File: config.mk
export PLATFORM = sky130hd
export DESIGN_NAME = totp_sha1_core
export DESIGN_NICKNAME = d
export VERILOG_FILES = /design/src/rtl/totp_hmac_sha1_top_macros.svh /design/src/rtl/totp_pkg.sv /design/src/rtl/totp_sha1_core.sv
export SDC_FILE = /design/constraint.sdc
export NUM_CORES = 2
export LEC_CHECK = 0
export ABC_AREA = 0
export BUFFER_PORTS_ARGS = -buffer_cell sky130_fd_sc_hd__buf_2
export CORE_ASPECT_RATIO = 0.9
export CORE_UTILIZATION = 40
export CTS_CLUSTER_SIZE = 14
export DETAILED_ROUTE_END_ITERATION = 16
export PLACE_DENSITY = 0.69
export SLEW_MARGIN = 20
export SYNTH_ARGS = -nofsm -noshare
export SYNTH_HDL_FRONTEND = slang
export SYNTH_SLANG_ARGS = --single-unit
File: constraint.sdc
create_clock -name clk -period 22.6 [get_ports clk]
set_input_delay 2.26 -clock clk [delete_from_list [all_inputs] [get_ports clk]]
set_output_delay 2.26 -clock clk [all_outputs]
set_load 0.01 [all_outputs]
File: src/rtl/totp_hmac_sha1_top_macros.svh
// Assertion macros for the TOTP HMAC-SHA1 block.
// Used by totp_hmac_sha1_top; expects clk and rst_n in scope.
`ifndef TOTP_HMAC_SHA1_TOP_MACROS_SVH
`define TOTP_HMAC_SHA1_TOP_MACROS_SVH

// same-cycle implication
`define TOTP_ASSERT_NOW(lbl, ante, cons, msg) \
  lbl: assert property (@(posedge clk) disable iff (!rst_n) (ante) |-> (cons)) \
    else $error(msg);

// next-cycle implication
`define TOTP_ASSERT_NEXT(lbl, ante, cons, msg) \
  lbl: assert property (@(posedge clk) disable iff (!rst_n) (ante) |=> (cons)) \
    else $error(msg);

`endif

File: src/rtl/totp_pkg.sv
// Shared types, constants and helpers for the TOTP HMAC-SHA1 block.
// No dependencies.
package totp_pkg;

  localparam int unsigned KEY_WORDS = 8;
  localparam int unsigned CFG_IDX_W = 4;
  localparam int unsigned BLK_W     = 512;
  localparam int unsigned DIG_W     = 160;
  localparam int unsigned DIV_W     = 64;
  localparam int unsigned DVSR_W    = 20;
  localparam int unsigned CODE_W    = 20;

  localparam logic [DVSR_W-1:0] CODE_MOD = 20'd1000000;

  // v / 1000000 == (v * CODE_RECIP) >> CODE_SHIFT for any 31-bit v
  localparam logic [31:0] CODE_RECIP = 32'h8637BD06;
  localparam int unsigned CODE_SHIFT = 51;

  // last busy step of each divider operation
  localparam logic [2:0] DIV_STEP_LAST = 3'd6;
  localparam logic [2:0] DIV_CODE_LAST = 3'd1;

  localparam logic [7:0] IPAD_BYTE = 8'h36;
  localparam logic [7:0] OPAD_BYTE = 8'h5c;

  localparam logic [DIG_W-1:0] SHA_INIT = {
    32'h67452301, 32'hEFCDAB89, 32'h98BADCFE, 32'h10325476, 32'hC3D2E1F0
  };

  // message bit lengths of the second blocks
  localparam logic [63:0] INNER_LEN = 64'd576;
  localparam logic [63:0] OUTER_LEN = 64'd672;

  typedef logic [BLK_W-1:0] blk_t;
  typedef logic [DIG_W-1:0] dig_t;

  typedef enum logic [1:0] {
    SHA_IDLE,
    SHA_RUN,
    SHA_FIN
  } sha_st_t;

  typedef enum logic [3:0] {
    T_IDLE,
    T_DIV,
    T_DIVW,
    T_INN1,
    T_INN1W,
    T_INN2,
    T_INN2W,
    T_OUT1,
    T_OUT1W,
    T_OUT2,
    T_OUT2W,
    T_TRUNC,
    T_MOD,
    T_MODW,
    T_EMIT
  } top_st_t;

  // divider operations: seconds / 30, code mod 1000000
  typedef enum logic {
    DIV_STEP,
    DIV_CODE
  } div_op_t;

  typedef struct packed {
    logic start;
    blk_t block;
    dig_t h_in;
  } sha_req_t;

  typedef struct packed {
    logic done;
    dig_t h_out;
  } sha_rsp_t;

  typedef struct packed {
    logic             start;
    div_op_t          op;
    logic [DIV_W-1:0] dividend;
  } div_req_t;

  typedef struct packed {
    logic              done;
    logic [DIV_W-1:0]  quot;
    logic [DVSR_W-1:0] rem;
  } div_rsp_t;

  function automatic logic [31:0] sha_k(input logic [6:0] rnd);
    logic [31:0] k;
    if (rnd < 7'd20) k = 32'h5A827999;
    else if (rnd < 7'd40) k = 32'h6ED9EBA1;
    else if (rnd < 7'd60) k = 32'h8F1BBCDC;
    else k = 32'hCA62C1D6;
    return k;
  endfunction

endpackage

File: src/rtl/totp_sha1_core.sv
// Iterative SHA-1 compression, one round per cycle.
// Depends on totp_pkg.
module totp_sha1_core
  import totp_pkg::*;
(
  input  logic     clk,
  input  logic     rst_n,
  input  sha_req_t req,
  output sha_rsp_t rsp
);

  sha_st_t     st_r, st_nxt;
  logic [6:0]  rnd_r;
  logic [31:0] a_r, b_r, c_r, d_r, e_r;
  logic [31:0] win_r [16];
  dig_t        base_r;
  dig_t        hout_r;
  logic        done_r;
  logic [31:0] f, t, wnew;

  always_comb begin
    st_nxt = st_r;
    unique case (st_r)
      SHA_IDLE: if (req.start) st_nxt = SHA_RUN;
      SHA_RUN:  if (rnd_r == 7'd79) st_nxt = SHA_FIN;
      SHA_FIN:  st_nxt = SHA_IDLE;
      default:  st_nxt = SHA_IDLE;
    endcase
  end

  always_comb begin
    if (rnd_r < 7'd20) f = (b_r & c_r) | (~b_r & d_r);
    else if (rnd_r < 7'd40) f = b_r ^ c_r ^ d_r;
    else if (rnd_r < 7'd60) f = (b_r & c_r) | (b_r & d_r) | (c_r & d_r);
    else f = b_r ^ c_r ^ d_r;
    t    = {a_r[26:0], a_r[31:27]} + f + e_r + sha_k(rnd_r) + win_r[0];
    wnew = win_r[13] ^ win_r[8] ^ win_r[2] ^ win_r[0];
  end

  always_ff @(posedge clk) begin
    if (!rst_n) begin
      st_r   <= SHA_IDLE;
      done_r <= 1'b0;
      rnd_r  <= '0;
    end else begin
      st_r   <= st_nxt;
      done_r <= (st_r == SHA_FIN);
      if (st_r == SHA_RUN) rnd_r <= rnd_r + 7'd1;
      else rnd_r <= '0;
    end
  end

  always_ff @(posedge clk) begin
    if (st_r == SHA_IDLE && req.start) begin
      base_r <= req.h_in;
      {a_r, b_r, c_r, d_r, e_r} <= req.h_in;
      for (int i = 0; i < 16; i++) win_r[i] <= req.block[BLK_W-1-32*i -: 32];
    end else if (st_r == SHA_RUN) begin
      a_r <= t;
      b_r <= a_r;
      c_r <= {b_r[1:0], b_r[31:2]};
      d_r <= c_r;
      e_r <= d_r;
      for (int i = 0; i < 15; i++) win_r[i] <= win_r[i+1];
      win_r[15] <= {wnew[30:0], wnew[31]};
    end
    if (st_r == SHA_FIN) begin
      hout_r <= {base_r[159:128] + a_r, base_r[127:96] + b_r, base_r[95:64] + c_r,
                 base_r[63:32] + d_r, base_r[31:0] + e_r};
    end
  end

  assign rsp.done  = done_r;
  assign rsp.h_out = hout_r;

endmodule

==> flow_summary.ini <==
[cts]
numCtsBuffers = 109
cts_max_path_buffers = 3
cts_resized = 0
hold_buffers = 0
post_cts_buffers = 0
h-tree-depth = 3
cts_tree = yes
clockRootBuffer = clkbuf_16
cts.sinks = 1002
clkLatencyLatePin_ns = 0.74
clkTransAtPathRegs_ns = 0.06

[floorplan]
core.rowCount = 124
die_x_um = 382
die_y_um = 344
initial_utilization = 0.406
ios = 836
fp.dieArea_um2 = 131000
core_area_um2 = 128000

[status]
failed_checks = max-slew violations
status = complete, but fails checks

[synthesis]
ys_types = 78
synth.top_cell.area_share = 0.574
synth_area_um2 = 51900
synth-seq-area-share = 0.578
synth_flop_cell = edfxtp_1
async_flop_share = 0
synth.area.top_cells = edfxtp_1 57%, nand2_1 14%, fa_1 4.8%
synth_area_per_cell_um2 = 10.7
syn_inst = 4865
syn-num-nets = 5859
ys_warn_count = 0
synth_seq_cells = 1002
synth_top_cell_by_area = edfxtp_1
ys_top_cells_by_count = 1907 x nand2_1, 992 x edfxtp_1, 257 x inv_1
synth_edf_count = 992
yosys.cell_count.top_type = nand2_1

[setup_path]
reg2regPathDepth = 24
critical_path_class = flop to flop
crit_top_cell = fa_1
crit_buf_inv = 5
cp.arrival_ns = 7.85
max_stage_delay_ns = 0.77
cp_num_cells = 24
worstSetupEndpointType = flop
cp_top_family = compound AO/OA/AOI/OAI gates
slowest_stage = nand2_1
cp_max_fo = 18
start_kind = flop
crit_chain = o21ai_0 > or3_1 > buf_4 > nand2_1 > clkinv_1 > buf_4 > a221oi_1 > fa_1 > fa_1 > fa_1 > inv_1 > ha_1 > inv_1 > fa_1 > nor2b_1 > o21a_1 > a311o_1 > o31ai_4 > o311ai_2 > a31oi_4 > o21ai_2 > o21ai_1 > xnor2_1 > a21oi_1
cp_data_required_time_ns = 23.03

[pwr]
swShare = 0.366
pwr-share-seq = 0.347
peakVddDrop_mv = 0.0925
clock_power_share = 0.242
p_int_w = 0.00482
power_density_nw_per_um2 = 123
p_total_w = 0.00760
combPwrFrac = 0.412
leakagePower_nw = 27.3
power.switching_w = 0.00278

[final_layout]
nets = 6667
regArea_um2 = 30000
instances_no_fill = 7501
final_layout_size_suffix_gt1_frac = 0.184
multiInputGateArea_um2 = 20300
n_fill_cell = 11700
area_delta_synth_final_pct = 18.8

[sta]
rsz0062_at_grt = no
hold_violations = 0
fmax_mhz = 135
post-route-period-util = 0.328
slew_headroom = -0.0422
holdWs_ns = 0.477
skew_ns = 0.0410
drv_slew = 62
tns_ns = 0
post-route-min-period_ns = 7.42
setup_viol = 0
worst_slew_pin_slew_ns = 1.56

[detailed_routing]
routed_wl_mm = 162
ant_nets = 0
wl_per_cell_um = 21.6
drc = 0
viasPerCell = 5.18
num_vias = 38800
drt_first_iter_violations = 3651
drt_first_pass_iters = 6

[placement]
portBuffers = 835
dp_hpwl_mm = 124
globalplace.congestion = 0.973
placed_cells = 7262

[global_route]
grt_max_degree = 211
gr-usage-all-layers = 0.242
first_global_vias = 37900
grt_antenna_before_repair = 77
grt_pass1_wl_mm = 234
grt_overflow = 0

[hold_path]
hold_class = flop to flop
min_path_cells = 1

[run]
max-cap-violations = 0
-- logic make-up (layout without fill, tap and decap cells) --
group,Yosys count,in the layout,synth area share
AO/OA/AOI/OAI,616,616,0.0774
other,0,38,0
flip-flops,1002,1002,0.578
buffers and inverters,425,1322,0.0308
XOR/XNOR,268,268,0.0453
AND/OR/NAND/NOR,2205,2205,0.167
multiplexers,30,30,0.00579
adder cells (fa/ha/maj),319,319,0.0951
-- flip-flops by register name, summed over array words and instances, names as in the netlist --
register,cells
a_r,32
b_r,32
base_r,160
c_r,32
d_r,32
done_r,1
e_r,32
hout_r,160
rnd_r,7
st_r,2
win_r,512
-- placed cells by master (no fill, tap or decap), types with 13 or more instances in the layout --
cell and count:
edfxtp_1 992, a221oi_1 18, inv_1 256, ha_1 194, nand2_1 1905, xor2_1 50, o21ai_0 139, mux2i_1 30
buf_4 21, fa_1 125, a21oi_1 160, nor3_1 15, a31oi_1 15, nor2_1 125, o21a_1 29, clkbuf_1 25
nor2b_1 28, and3_1 14, clkbuf_16 111, xnor2_1 218, nand4_1 13, nand3_1 37, clkinv_1 25, o21ai_1 23
a21o_1 93, bufinv_16 15, buf_2 835, nand2b_1 25, diode_2 38, a211oi_1 20, clkinv_2 14, o21bai_1 22
-- metal layers --
metal  track usage  wire length (um)
met5             0               325
met4         0.100              6340
met3        0.0531             15000
met2         0.391             75900
met1         0.315             64600
-- path summary, 6_finish.rpt --
check | slack, ns | from | end
setup / recovery | 15.18 | rnd_r[4]$_SDFF_PN0_ | a_r[29]$_DFFE_PP_
hold reg to reg | 0.48 | rnd_r[0]$_SDFF_PN0_ | rnd_r[0]$_SDFF_PN0_
setup reg to reg | 15.18 | rnd_r[4]$_SDFF_PN0_ | a_r[29]$_DFFE_PP_
hold / removal | 0.48 | rnd_r[0]$_SDFF_PN0_ | rnd_r[0]$_SDFF_PN0_
-- metrics by stage --
stage / setup WS, ns / instance area (um2) / util
after detailed placement: 15.26 / 57800 / 0.452
after global routing: 14.83 / 61600 / 0.482
final: 15.18 / 61600 / 0.482
after floorplan: 3.88 / 51900 / -
after global placement: 15.37 / 57800 / 0.452
after CTS: 15.18 / 61500 / 0.481
-- layout make-up --
type	count	share of cell area
Sequential cell	1002	0.487
Tap cell	1701	0.0346
Antenna cell	38	0.00154
Timing Repair Buffer	863	0.0725
Inverter	259	0.0159
Clock inverter	64	0.0124
Clock buffer	136	0.0466
Multi-Input combinational cell	3438	0.330
-- power groups by stage --
stage                     sequential [W]  clock (W)  combinational (W)
after floorplan                  0.00267          0            0.00231
after global placement           0.00266          0            0.00305
after detailed placement         0.00267          0            0.00308
after CTS                        0.00263    0.00187            0.00312
after global routing             0.00266    0.00193            0.00350
final                            0.00263    0.00184            0.00313
Note: power is estimated with default switching activity, not from simulation.
